[config.mk]
export PLATFORM = sky130hd
export DESIGN_NAME = servo_motion_stepper
export DESIGN_NICKNAME = d
export VERILOG_FILES = /design/src/sv/smstep_pkg.sv /design/src/sv/smstep_div.sv /design/src/sv/smstep_dp.sv /design/src/sv/smstep_ctrl.sv /design/src/sv/servo_motion_stepper.sv
export VERILOG_INCLUDE_DIRS = /design/src /design/src/sv
export SDC_FILE = /design/constraint.sdc
export NUM_CORES = 2
export LEC_CHECK = 0
export BUFFER_PORTS_ARGS = -buffer_cell sky130_fd_sc_hd__buf_2
export CORE_MARGIN = 4
export CORE_UTILIZATION = 59
export DETAILED_ROUTE_END_ITERATION = 10
export PLACE_DENSITY_LB_ADDON = 0.15
export SYNTH_ARGS = -nofsm -noshare
export SYNTH_HDL_FRONTEND = slang
export SYNTH_SLANG_ARGS = --single-unit
[constraint.sdc]
create_clock -name i_clk -period 15.01 [get_ports i_clk]
set_input_delay 2.2515 -clock i_clk [delete_from_list [all_inputs] [get_ports i_clk]]
set_output_delay 2.2515 -clock i_clk [all_outputs]
set_load 0.1 [all_outputs]
[src/sv/assert_macros.svh]
// assertion helpers shared by the rtl files
`ifndef ASSERT_MACROS_SVH
`define ASSERT_MACROS_SVH

// property checked on every clock edge out of reset
`define ASSERT_CLK(label, clk, rst_n, prop, msg) \
    label: assert property (@(posedge clk) disable iff (!rst_n) prop) else $error(msg);

// consequence checked in the cycle after the trigger
`define ASSERT_NEXT(label, clk, rst_n, trig, cons, msg) \
    label: assert property (@(posedge clk) disable iff (!rst_n) trig |=> cons) else $error(msg);

`endif

[src/sv/smstep_pkg.sv]
`timescale 1ns / 1ps

package smstep_pkg;

    // parameter defaults
    localparam int FRAME_US_DEF    = 20000;
    localparam int DUTY_BITS_DEF   = 10;
    localparam int ANGLE_LIMIT_DEF = 511;

    // field and port widths
    localparam int CMD_W      = 2;
    localparam int MODE_W     = 2;
    localparam int ANGLE_FW   = 9;
    localparam int DUTY_FW    = 10;
    localparam int US_W       = 15;
    localparam int STEP_W     = 10;
    localparam int CFG_IDX_W  = 3;
    localparam int CFG_DATA_W = 15;
    localparam int DIV_W      = 16;

    // command codes
    localparam logic [CMD_W-1:0] CMD_TICK    = 2'd0;
    localparam logic [CMD_W-1:0] CMD_SET_POS = 2'd1;
    localparam logic [CMD_W-1:0] CMD_ENABLE  = 2'd2;
    localparam logic [CMD_W-1:0] CMD_DISABLE = 2'd3;

    // motion modes
    localparam logic [MODE_W-1:0] MODE_OFF     = 2'd0;
    localparam logic [MODE_W-1:0] MODE_LOOP    = 2'd1;
    localparam logic [MODE_W-1:0] MODE_SWEEP   = 2'd2;
    localparam logic [MODE_W-1:0] MODE_ONESHOT = 2'd3;

    // register indexes
    localparam logic [CFG_IDX_W-1:0] REG_MODE        = 3'd0;
    localparam logic [CFG_IDX_W-1:0] REG_START_ANGLE = 3'd1;
    localparam logic [CFG_IDX_W-1:0] REG_STOP_ANGLE  = 3'd2;
    localparam logic [CFG_IDX_W-1:0] REG_MAX_ANGLE   = 3'd3;
    localparam logic [CFG_IDX_W-1:0] REG_PULSE_MIN   = 3'd4;
    localparam logic [CFG_IDX_W-1:0] REG_PULSE_MAX   = 3'd5;
    localparam logic [CFG_IDX_W-1:0] REG_STEP_SIZE   = 3'd6;

    // register reset values
    localparam logic [MODE_W-1:0]   RST_MODE        = MODE_OFF;
    localparam logic [ANGLE_FW-1:0] RST_START_ANGLE = 9'd0;
    localparam logic [ANGLE_FW-1:0] RST_STOP_ANGLE  = 9'd270;
    localparam logic [ANGLE_FW-1:0] RST_MAX_ANGLE   = 9'd270;
    localparam logic [US_W-1:0]     RST_PULSE_MIN   = 15'd500;
    localparam logic [US_W-1:0]     RST_PULSE_MAX   = 15'd2500;
    localparam logic [STEP_W-1:0]   RST_STEP_SIZE   = 10'd1;

    typedef struct packed {
        logic [CMD_W-1:0]    cmd;
        logic [ANGLE_FW-1:0] new_angle;
    } t_in_word;

    typedef struct packed {
        logic [ANGLE_FW-1:0] angle;
        logic [DUTY_FW-1:0]  duty;
        logic                running;
    } t_out_word;

    // controller to datapath
    typedef struct packed {
        logic apply;
        logic mul1;
        logic div1_go;
        logic pulse;
        logic mul2;
        logic scale;
        logic load_out;
    } t_dp_cmd;

    // datapath to controller
    typedef struct packed {
        logic max_zero;
        logic div_busy;
        logic skip_scale;
    } t_dp_status;

endpackage

[src/sv/smstep_div.sv]
`timescale 1ns / 1ps

`include "assert_macros.svh"

module smstep_div #(
    parameter int QW = 24
) (
    input  logic                           i_clk,
    input  logic                           i_rst_n,
    input  logic                           i_start,
    input  logic [QW-1:0]                  i_dividend,
    input  logic [smstep_pkg::DIV_W-1:0]   i_rem_init,
    input  logic [smstep_pkg::DIV_W-1:0]   i_divisor,
    input  logic [$clog2(QW+1)-1:0]        i_steps,
    output logic                           o_busy,
    output logic [QW-1:0]                  o_quotient
);
    import smstep_pkg::*;

    localparam int CNT_W = $clog2(QW + 1);

    logic                r_busy;
    logic [CNT_W-1:0]    r_cnt;
    logic [DIV_W-1:0]    r_rem;
    logic [DIV_W-1:0]    r_div;
    logic [QW-1:0]       r_quo;
    logic [DIV_W+1:0]    trial;
    logic                fits;

    // one restoring step: shift in the next dividend bit, try the subtract
    assign trial = {1'b0, r_rem, r_quo[QW-1]} - {2'b00, r_div};
    assign fits  = ~trial[DIV_W+1];

    // control
    always_ff @(posedge i_clk) begin
        if (!i_rst_n) begin
            r_busy <= 1'b0;
            r_cnt  <= '0;
        end else if (i_start) begin
            r_busy <= 1'b1;
            r_cnt  <= i_steps;
        end else if (r_busy) begin
            r_cnt  <= r_cnt - 1'b1;
            r_busy <= (r_cnt != CNT_W'(1));
        end
    end

    // remainder and quotient shift
    always_ff @(posedge i_clk) begin
        if (i_start) begin
            r_rem <= i_rem_init;
            r_div <= i_divisor;
            r_quo <= i_dividend;
        end else if (r_busy) begin
            r_rem <= fits ? trial[DIV_W-1:0] : {r_rem[DIV_W-2:0], r_quo[QW-1]};
            r_quo <= {r_quo[QW-2:0], fits};
        end
    end

    assign o_busy     = r_busy;
    assign o_quotient = r_quo;

    `ASSERT_CLK(a_rem_below_div, i_clk, i_rst_n, r_busy |-> (r_rem < r_div), "remainder not below divisor")
    `ASSERT_CLK(a_cnt_live, i_clk, i_rst_n, r_busy |-> (r_cnt != '0), "divider busy with zero count")
    `ASSERT_CLK(a_no_restart, i_clk, i_rst_n, i_start |-> !r_busy, "divider restarted while busy")

endmodule

[src/sv/smstep_dp.sv]
`timescale 1ns / 1ps

module smstep_dp #(
    parameter int FRAME_US    = smstep_pkg::FRAME_US_DEF,
    parameter int DUTY_BITS   = smstep_pkg::DUTY_BITS_DEF,
    parameter int ANGLE_LIMIT = smstep_pkg::ANGLE_LIMIT_DEF
) (
    input  logic                              i_clk,
    input  logic                              i_rst_n,
    input  smstep_pkg::t_in_word              i_in_word,
    input  logic                              i_cfg_we,
    input  logic [smstep_pkg::CFG_IDX_W-1:0]  i_cfg_idx,
    input  logic [smstep_pkg::CFG_DATA_W-1:0] i_cfg_data,
    input  smstep_pkg::t_dp_cmd               i_cmd,
    output smstep_pkg::t_dp_status            o_status,
    output smstep_pkg::t_out_word             o_out_word
);
    import smstep_pkg::*;

    localparam int LIM_W = $clog2(ANGLE_LIMIT + 1);
    localparam int AW    = (LIM_W > ANGLE_FW) ? LIM_W : ANGLE_FW;
    localparam int SW    = AW + 2;
    localparam int MW    = AW + US_W;
    localparam int QW    = MW;
    localparam int PW    = MW + 2;
    localparam int P2W   = DIV_W + DUTY_BITS;
    localparam int CNT_W = $clog2(QW + 1);
    // reciprocal scaling by the frame length: pulse*top < FRAME_US << DUTY_BITS
    localparam int FR_W  = $clog2(FRAME_US);
    localparam int NX    = FR_W + DUTY_BITS;
    localparam int RS    = NX + FR_W;
    localparam int RW    = NX + 2;
    localparam int PRW   = NX + RW;
    localparam logic [RW-1:0] RCP_V =
        RW'(((64'd1 << RS) + 64'(FRAME_US) - 64'd1) / 64'(FRAME_US));
    localparam logic [DUTY_BITS-1:0] TOP_V    = DUTY_BITS'((1 << DUTY_BITS) - 1);
    localparam logic signed [PW-1:0] PERIOD_S = PW'(FRAME_US);
    localparam logic [STEP_W-1:0]    STEP_MIN = {1'b1, {(STEP_W-1){1'b0}}};
    localparam logic [STEP_W-1:0]    STEP_MAX = {1'b0, {(STEP_W-1){1'b1}}};

    function automatic logic [AW-1:0] sat_angle(input logic signed [SW-1:0] a);
        logic [AW-1:0] res;
        if (a < 0) begin
            res = '0;
        end else if (a > $signed(SW'(ANGLE_LIMIT))) begin
            res = AW'(ANGLE_LIMIT);
        end else begin
            res = a[AW-1:0];
        end
        return res;
    endfunction

    // configuration registers
    logic [MODE_W-1:0]   r_mode;
    logic [ANGLE_FW-1:0] r_start;
    logic [ANGLE_FW-1:0] r_stop;
    logic [ANGLE_FW-1:0] r_max;
    logic [US_W-1:0]     r_pmin;
    logic [US_W-1:0]     r_pmax;

    // motion state
    logic [AW-1:0]            r_angle;
    logic signed [STEP_W-1:0] r_live_step;
    logic                     r_motion;
    logic [AW-1:0]            n_angle;
    logic signed [STEP_W-1:0] n_live_step;
    logic                     n_motion;

    // duty pipeline
    logic [MW-1:0]           r_prod_mag;
    logic                    r_prod_neg;
    logic signed [PW-1:0]    r_pulse;
    logic signed [PW-1:0]    n_pulse;
    logic [P2W-1:0]          r_p2;
    logic [DUTY_BITS-1:0]    r_duty_q;
    t_out_word               r_out;

    logic signed [SW-1:0]    sum_s;
    logic signed [SW-1:0]    start_s;
    logic signed [SW-1:0]    stop_s;
    logic signed [STEP_W-1:0] step_neg;
    logic                    step_zero;
    logic                    step_lt0;
    logic signed [US_W:0]    pdiff;
    logic [US_W-1:0]         pdiff_mag;
    logic signed [PW-1:0]    q_s;
    logic                    pulse_neg;
    logic                    pulse_big;
    logic [PRW-1:0]          scaled;
    logic [DUTY_BITS-1:0]    duty_full;

    logic                    div_start;
    logic [QW-1:0]           div_dividend;
    logic [DIV_W-1:0]        div_rem_init;
    logic [DIV_W-1:0]        div_divisor;
    logic [CNT_W-1:0]        div_steps;
    logic                    div_busy;
    logic [QW-1:0]           div_quo;

    // register writes
    always_ff @(posedge i_clk) begin
        if (!i_rst_n) begin
            r_mode  <= RST_MODE;
            r_start <= RST_START_ANGLE;
            r_stop  <= RST_STOP_ANGLE;
            r_max   <= RST_MAX_ANGLE;
            r_pmin  <= RST_PULSE_MIN;
            r_pmax  <= RST_PULSE_MAX;
        end else if (i_cfg_we) begin
            unique case (i_cfg_idx)
                REG_MODE:        r_mode  <= i_cfg_data[MODE_W-1:0];
                REG_START_ANGLE: r_start <= i_cfg_data[ANGLE_FW-1:0];
                REG_STOP_ANGLE:  r_stop  <= i_cfg_data[ANGLE_FW-1:0];
                REG_MAX_ANGLE:   r_max   <= i_cfg_data[ANGLE_FW-1:0];
                REG_PULSE_MIN:   r_pmin  <= i_cfg_data[US_W-1:0];
                REG_PULSE_MAX:   r_pmax  <= i_cfg_data[US_W-1:0];
                default: ;
            endcase
        end
    end

    // next position arithmetic
    assign sum_s     = $signed(SW'(r_angle)) + SW'(r_live_step);
    assign start_s   = $signed(SW'(r_start));
    assign stop_s    = $signed(SW'(r_stop));
    assign step_zero = (r_live_step == '0);
    assign step_lt0  = r_live_step[STEP_W-1];
    // negation saturates the most negative step
    assign step_neg  = (r_live_step == $signed(STEP_MIN)) ? $signed(STEP_MAX) : -r_live_step;

    // item update
    always_comb begin
        n_angle     = r_angle;
        n_live_step = r_live_step;
        n_motion    = r_motion;
        if (i_cmd.apply) begin
            unique case (i_in_word.cmd)
                CMD_TICK: begin
                    if (r_motion) begin
                        if (step_zero) begin
                            n_motion = 1'b0;
                        end
                        unique case (r_mode)
                            MODE_LOOP: begin
                                if (step_lt0) begin
                                    n_angle = (sum_s < stop_s) ? AW'(r_start) : sat_angle(sum_s);
                                end else if (!step_zero) begin
                                    n_angle = (sum_s > stop_s) ? AW'(r_start) : sat_angle(sum_s);
                                end
                            end
                            MODE_SWEEP: begin
                                if (step_lt0) begin
                                    if (sum_s > start_s) begin
                                        n_angle = sat_angle(sum_s);
                                    end else begin
                                        n_angle     = '0;
                                        n_live_step = step_neg;
                                    end
                                end else begin
                                    if (sum_s < stop_s) begin
                                        n_angle = sat_angle(sum_s);
                                    end else begin
                                        n_angle     = sat_angle($signed(SW'(r_max)));
                                        n_live_step = step_neg;
                                    end
                                end
                            end
                            MODE_ONESHOT: begin
                                if (step_lt0) begin
                                    if (sum_s >= start_s) begin
                                        n_angle = sat_angle(sum_s);
                                    end else begin
                                        n_motion = 1'b0;
                                    end
                                end else begin
                                    if (sum_s <= stop_s) begin
                                        n_angle = sat_angle(sum_s);
                                    end else begin
                                        n_motion = 1'b0;
                                    end
                                end
                            end
                            MODE_OFF: n_motion = 1'b0;
                        endcase
                    end
                end
                CMD_SET_POS: n_angle  = sat_angle($signed(SW'(i_in_word.new_angle)));
                CMD_ENABLE:  n_motion = 1'b1;
                CMD_DISABLE: n_motion = 1'b0;
            endcase
        end
    end

    // motion state registers, a step write reloads the running step
    always_ff @(posedge i_clk) begin
        if (!i_rst_n) begin
            r_angle     <= '0;
            r_live_step <= $signed(RST_STEP_SIZE);
            r_motion    <= 1'b0;
        end else begin
            r_angle  <= n_angle;
            r_motion <= n_motion;
            if (i_cfg_we && i_cfg_idx == REG_STEP_SIZE) begin
                r_live_step <= $signed(i_cfg_data[STEP_W-1:0]);
            end else begin
                r_live_step <= n_live_step;
            end
        end
    end

    // pulse span times angle, kept as magnitude and sign
    assign pdiff     = $signed({1'b0, r_pmax}) - $signed({1'b0, r_pmin});
    assign pdiff_mag = pdiff[US_W] ? US_W'(-pdiff) : pdiff[US_W-1:0];

    always_ff @(posedge i_clk) begin
        if (i_cmd.mul1) begin
            r_prod_mag <= MW'(r_angle) * MW'(pdiff_mag);
            r_prod_neg <= pdiff[US_W];
        end
    end

    // pulse width: signed quotient plus the minimum
    assign q_s = $signed(PW'(div_quo));

    always_comb begin
        if (r_max == '0) begin
            n_pulse = $signed(PW'(r_pmin));
        end else begin
            n_pulse = (r_prod_neg ? -q_s : q_s) + $signed(PW'(r_pmin));
        end
    end

    always_ff @(posedge i_clk) begin
        if (i_cmd.pulse) begin
            r_pulse <= n_pulse;
        end
    end

    // out-of-range pulses skip the period scaling
    assign pulse_neg = r_pulse[PW-1];
    assign pulse_big = !pulse_neg && (r_pulse >= PERIOD_S);

    // pulse times full-scale duty
    always_ff @(posedge i_clk) begin
        if (i_cmd.mul2) begin
            r_p2 <= P2W'(r_pulse[DIV_W-1:0]) * P2W'(TOP_V);
        end
    end

    // divide by the frame length as a multiply by its rounded-up reciprocal
    assign scaled = PRW'(r_p2[NX-1:0]) * PRW'(RCP_V);

    always_ff @(posedge i_clk) begin
        if (i_cmd.scale) begin
            r_duty_q <= scaled[RS +: DUTY_BITS];
        end
    end

    // serial divide of the span product by the max angle
    assign div_start    = i_cmd.div1_go;
    assign div_dividend = r_prod_mag;
    assign div_rem_init = '0;
    assign div_divisor  = DIV_W'(r_max);
    assign div_steps    = CNT_W'(QW);

    smstep_div #(
        .QW (QW)
    ) u_div (
        .i_clk      (i_clk),
        .i_rst_n    (i_rst_n),
        .i_start    (div_start),
        .i_dividend (div_dividend),
        .i_rem_init (div_rem_init),
        .i_divisor  (div_divisor),
        .i_steps    (div_steps),
        .o_busy     (div_busy),
        .o_quotient (div_quo)
    );

    // result word
    always_comb begin
        if (pulse_neg) begin
            duty_full = '0;
        end else if (pulse_big) begin
            duty_full = TOP_V;
        end else begin
            duty_full = r_duty_q;
        end
    end

    always_ff @(posedge i_clk) begin
        if (i_cmd.load_out) begin
            r_out.angle   <= r_angle[ANGLE_FW-1:0];
            r_out.duty    <= DUTY_FW'(duty_full);
            r_out.running <= r_motion;
        end
    end

    assign o_out_word          = r_out;
    assign o_status.max_zero   = (r_max == '0);
    assign o_status.div_busy   = div_busy;
    assign o_status.skip_scale = pulse_neg | pulse_big;

endmodule

[src/sv/smstep_ctrl.sv]
`timescale 1ns / 1ps

`include "assert_macros.svh"

module smstep_ctrl (
    input  logic                   i_clk,
    input  logic                   i_rst_n,
    input  logic                   i_in_valid,
    output logic                   o_in_ready,
    output logic                   o_out_valid,
    input  logic                   i_out_ready,
    input  smstep_pkg::t_dp_status i_status,
    output smstep_pkg::t_dp_cmd    o_cmd
);
    import smstep_pkg::*;

    localparam logic [3:0] S_IDLE   = 4'd0;
    localparam logic [3:0] S_MUL1   = 4'd1;
    localparam logic [3:0] S_D1GO   = 4'd2;
    localparam logic [3:0] S_D1WAIT = 4'd3;
    localparam logic [3:0] S_PULSE  = 4'd4;
    localparam logic [3:0] S_MUL2   = 4'd5;
    localparam logic [3:0] S_SCALE  = 4'd6;
    localparam logic [3:0] S_OUT    = 4'd7;

    logic [3:0] r_state;
    logic [3:0] n_state;
    logic       r_out_valid;
    logic       slot_free;

    assign slot_free = !r_out_valid || i_out_ready;

    // sequencing of one word
    always_comb begin
        n_state = r_state;
        o_cmd   = '0;
        unique case (r_state)
            S_IDLE: begin
                if (i_in_valid) begin
                    o_cmd.apply = 1'b1;
                    n_state     = S_MUL1;
                end
            end
            S_MUL1: begin
                o_cmd.mul1 = 1'b1;
                n_state    = i_status.max_zero ? S_PULSE : S_D1GO;
            end
            S_D1GO: begin
                o_cmd.div1_go = 1'b1;
                n_state       = S_D1WAIT;
            end
            S_D1WAIT: begin
                if (!i_status.div_busy) begin
                    n_state = S_PULSE;
                end
            end
            S_PULSE: begin
                o_cmd.pulse = 1'b1;
                n_state     = S_MUL2;
            end
            S_MUL2: begin
                o_cmd.mul2 = 1'b1;
                n_state    = i_status.skip_scale ? S_OUT : S_SCALE;
            end
            S_SCALE: begin
                o_cmd.scale = 1'b1;
                n_state     = S_OUT;
            end
            S_OUT: begin
                if (slot_free) begin
                    o_cmd.load_out = 1'b1;
                    n_state        = S_IDLE;
                end
            end
            default: n_state = S_IDLE;
        endcase
    end

    // state and output slot
    always_ff @(posedge i_clk) begin
        if (!i_rst_n) begin
            r_state     <= S_IDLE;
            r_out_valid <= 1'b0;
        end else begin
            r_state <= n_state;
            if (o_cmd.load_out) begin
                r_out_valid <= 1'b1;
            end else if (i_out_ready) begin
                r_out_valid <= 1'b0;
            end
        end
    end

    assign o_in_ready  = (r_state == S_IDLE);
    assign o_out_valid = r_out_valid;

    `ASSERT_NEXT(a_accept_starts, i_clk, i_rst_n, o_cmd.apply, r_state == S_MUL1, "accepted word did not start")
    `ASSERT_CLK(a_div_idle_go, i_clk, i_rst_n, o_cmd.div1_go |-> !i_status.div_busy, "divide issued while busy")
    `ASSERT_CLK(a_out_from_last, i_clk, i_rst_n, $rose(r_out_valid) |-> ($past(r_state) == S_OUT), "result raised outside last stage")

endmodule

[src/sv/servo_motion_stepper.sv]
`timescale 1ns / 1ps

// sequence: accept, span multiply, serial divide (MW = angle bits + 15 quotient bits),
// pulse, duty multiply, period scaling, result stored; the divide is skipped when the
// max angle is zero and the scaling when the duty saturates
// throughput: one word at a time, next word accepted the cycle after the result is stored;
// a full output slot stalls a word before its result is stored; the longest step is the one-bit-per-cycle divide
// reset: synchronous active-low, registers go to their listed defaults, angle 0, stopped

module servo_motion_stepper #(
    parameter int FRAME_US    = smstep_pkg::FRAME_US_DEF,
    parameter int DUTY_BITS   = smstep_pkg::DUTY_BITS_DEF,
    parameter int ANGLE_LIMIT = smstep_pkg::ANGLE_LIMIT_DEF
) (
    input  logic                              i_clk,
    input  logic                              i_rst_n,
    input  logic                              i_in_valid,
    output logic                              o_in_ready,
    input  smstep_pkg::t_in_word              i_in_word,
    output logic                              o_out_valid,
    input  logic                              i_out_ready,
    output smstep_pkg::t_out_word             o_out_word,
    input  logic                              i_cfg_we,
    input  logic [smstep_pkg::CFG_IDX_W-1:0]  i_cfg_idx,
    input  logic [smstep_pkg::CFG_DATA_W-1:0] i_cfg_data
);
    import smstep_pkg::*;

    t_dp_cmd    dp_cmd;
    t_dp_status dp_status;

    // sequencer
    smstep_ctrl u_ctrl (
        .i_clk       (i_clk),
        .i_rst_n     (i_rst_n),
        .i_in_valid  (i_in_valid),
        .o_in_ready  (o_in_ready),
        .o_out_valid (o_out_valid),
        .i_out_ready (i_out_ready),
        .i_status    (dp_status),
        .o_cmd       (dp_cmd)
    );

    // motion state, registers and duty arithmetic
    smstep_dp #(
        .FRAME_US    (FRAME_US),
        .DUTY_BITS   (DUTY_BITS),
        .ANGLE_LIMIT (ANGLE_LIMIT)
    ) u_dp (
        .i_clk      (i_clk),
        .i_rst_n    (i_rst_n),
        .i_in_word  (i_in_word),
        .i_cfg_we   (i_cfg_we),
        .i_cfg_idx  (i_cfg_idx),
        .i_cfg_data (i_cfg_data),
        .i_cmd      (dp_cmd),
        .o_status   (dp_status),
        .o_out_word (o_out_word)
    );

endmodule
==> results.yml <==
worst_setup_path:
  ff2ff_path_depth: 31
  reg2reg_to: "u_dp.div_dividend[23]"
  r2r_slack_ns: 6.30
  arrival_ns: 9.03
  crit_family: "compound AO/OA/AOI/OAI gates"
  crit_fanout: 9
  critical_path_class: "reg2reg"
  crit_slowest_cell: "xnor2_1"
  critPathLaunchType: "flip-flop"
  required_ns: 15.33
  rr_startpoint: "u_dp.r_pmin[1]"
  critPathMaxStageDelay_ns: 0.71
  cp-end-kind: "flip-flop"
  crit_buf_inv: 5
floorplanning:
  dieArea_sq_mm: 0.05784
  die_h_um: 240.5
  initial_core_util: 0.6009
  io_pins: 56
  core_area_sq_mm: 0.05308
  rows: 84
  die_w_um: 240.5
layout:
  n_antenna_cell: 0
  multi_input_area_sq_mm: 0.02258
  final_cells: 4114
  num-fill-cells: 4450
  regArea_sq_mm: 0.006276
  area_growth_pct: 6.289
  layout.nets: 4320
  drive_gt1_frac: 0.04407
sta:
  period_minus_slack_ns: 8.711
  maxSlewViolCount: 0
  tns_ns: 0
  setup_violations: 0
  hold_violations: 0
  fmax_mhz: 114.8
  fin_crit_sh: 0.5803
  slew_headroom: 0.1682
  worst_pin_slew_ns: 1.238
  finClkSkew_ns: 0.01610
  rsz0062_at_grt: "false"
placement:
  dp.cells: 4062
  dp.final_hpwl_um: 66840
  io_buffers: 55
  place.gp.congestion: 0.9722
hold_path:
  min_from: "u_dp.r_pmax[10]"
  worstHoldPathCells: 2
  holdPathEnd: "u_dp.r_pmax[10]"
  min_path_type: "reg2reg"
power:
  p_int_mw: 3.111
  seqPwrFrac: 0.161
  pwr-share-clk: 0.118
  switchingPower_mw: 2.807
  p_sw_frac: 0.4743
  powerDensity_mw_per_mm2: 174.6
  comb_power_share: 0.721
  power.leakage_nw: 16.45
  peakVddDrop_uv: 373.4
clock_network:
  clkSlewWorstSetupHoldPaths_ns: 0.06
  cts_root_buf: "clkbuf_16"
  clk_latency_ns: 0.58
  htree_levels: 1
  cts_made_buffers: 29
  cts.sinks: 244
  cts.path.max_buffers: 3
  cts_tree: "done"
  postCtsHoldBufs: 0
  cts_setup_buffers: 0
  cts_resized: 0
synthesis:
  synthCells: 3362
  synth_top_area_frac: 0.2837
  syn_nets: 4277
  synthDistinctLibCells: 73
  synth_edf_count: 139
  synth.most_common_cell: "inv_1"
  ys_top_cells_by_area: "fa_1, ha_1, edfxtp_1"
  yosys_warnings: 0
  yosysTopAreaCell: "fa_1"
  synth-seq-cells: 244
  syn_area_sq_mm: 0.03189
  async_flop_share: 0
  synth_common_cells: "inv_1, fa_1, ha_1"
  synth_top_flop_cell: "edfxtp_1"
  yosysSeqAreaShare: 0.1968
  avgSynthCellArea_sq_um: 9.486
detailed_routing:
  vias: 23010
  vias_per_cell: 5.593
  wl_per_cell_um: 19.18
  finalWirelength_um: 78910
  postRouteAntennaNets: 0
  route.detailed.drc: 0
  drtIter0Drc: 1262
  dr.pass1.iters: 7
global_routing:
  antenna_found_initial: 0
  grt_pass1_vias: 24450
  grt-ovfl-total: 0
  grt_pass1_wl_um: 128500
  grtUsageTotal: 0.2818
  grt_max_degree: 56
outcome:
  outcome: "finished clean"
run:
  drv_cap: 0
## how the worst max path moves through the flow
stage / slack, ns / startpoint / endpoint / cells past startpoint
after CTS: 6.27 / u_dp.r_pmin[1] / u_dp.div_dividend[23] / 31
after global routing: 5.82 / u_dp.r_pmin[1] / u_dp.div_dividend[23] / 31
final: 6.30 / u_dp.r_pmin[1] / u_dp.div_dividend[23] / 31
after floorplan: 7.39 / u_dp.r_pmin[1] / u_dp.div_dividend[23] / 31
after global placement: 6.56 / u_dp.r_pmin[1] / u_dp.div_dividend[23] / 31
after detailed placement: 6.31 / u_dp.r_pmin[1] / u_dp.div_dividend[23] / 31
## layout make-up
class / count / area share
Clock inverter: 15 / 0.004835
Tap cell: 688 / 0.02539
Timing Repair Buffer: 72 / 0.01188
Clock buffer: 37 / 0.02311
Inverter: 755 / 0.08360
Sequential cell: 244 / 0.1851
Multi-Input combinational cell: 2303 / 0.6660
## power groups by stage
stage	registers [mW]	clock network [mW]	logic, mW
4_1_cts	0.951	0.708	4.30
6_report	0.952	0.698	4.27
2_1_floorplan	0.935	0	3.23
3_3_place_gp	0.961	0	4.12
3_5_place_dp	0.964	0	4.26
5_1_grt	0.960	0.740	4.91
## cells by family (layout without fill, tap and decap cells)
group | count (synthesis) | after routing | share of synthesized area
simple gates | 793 | 793 | 0.1153
fa+ha+maj | 881 | 881 | 0.4520
compound gates | 466 | 466 | 0.09416
flops | 244 | 244 | 0.1968
buf+inv | 815 | 879 | 0.09592
mux | 15 | 15 | 0.004747
xor+xnor | 148 | 148 | 0.04111
## per-stage QoR
| stage | instance area, sq um | hold WS, ns | setup WS (ns) | power [mW] | utilization |
|---|---|---|---|---|---|
| detailed placement | 32950 | 0.4480 | 6.314 | 5.220 | 0.6208 |
| CTS | 33900 | 0.4610 | 6.274 | 5.956 | 0.6387 |
| global route | 33900 | 0.4879 | 5.816 | 6.614 | 0.6387 |
| global placement | 32950 | 0.4482 | 6.558 | 5.077 | 0.6208 |
| finish | 33900 | 0.4617 | 6.299 | 5.917 | 0.6387 |
| floorplan | 31890 | 0.4363 | 7.390 | 4.162 | - |
## per-layer routing
layer / global-route usage / vias up / share of wire
met4: 0.09619 / 0 / 0.039
met2: 0.5143 / 549 / 0.51
met3: 0.02891 / 164 / 0.039
met1: 0.3504 / 11420 / 0.41
li1: - / 10870 / -
met5: 0 / - / 0
## flip-flops by register name (all words and copies together) (netlist names), 3 cells and up
register               count
u_dp.r_pmin               15
u_dp.r_p2                 25
u_dp.r_stop                9
u_dp.r_live_step          10
u_dp.r_duty_q             10
u_dp.u_div.o_quotient     24
u_dp.r_angle               9
u_ctrl.r_state             3
u_dp.o_out_word           20
u_dp.r_max                 9
u_dp.u_div.r_cnt           5
u_dp.r_pmax               15
u_dp.div_dividend         24
u_dp.r_pulse              26
u_dp.u_div.r_rem          16
u_dp.r_start               9
u_dp.u_div.r_div           9
## tightest hold or removal path, delay by kind of cell, from the launching register on
| family | cells | cell delay, ns |
|---|---|---|
| AO/OA/AOI/OAI | 1 | 0.05 |
| AND/OR/NAND/NOR | 1 | 0.05 |
| flip-flops | 1 | 0.31 |
## layout by cell type, fill, tap and decap left out, drive strengths merged, types with 20 or more instances in the layout
cell	Yosys	final
nand3	38	38
a21oi	168	168
o21a	23	23
edfxtp	139	139
inv	755	757
or3	21	21
clkbuf	59	37
a21o	30	30
dfxtp	105	105
nand2b	39	39
ha	429	429
xnor2	92	92
buf	1	72
fa	452	452
and2	57	57
nand2	322	322
nor3	43	43
nor2b	38	38
o21ai	84	84
o211ai	20	20
xor2	56	56
nor2	170	170
Note: power is estimated with default switching activity, not from simulation.
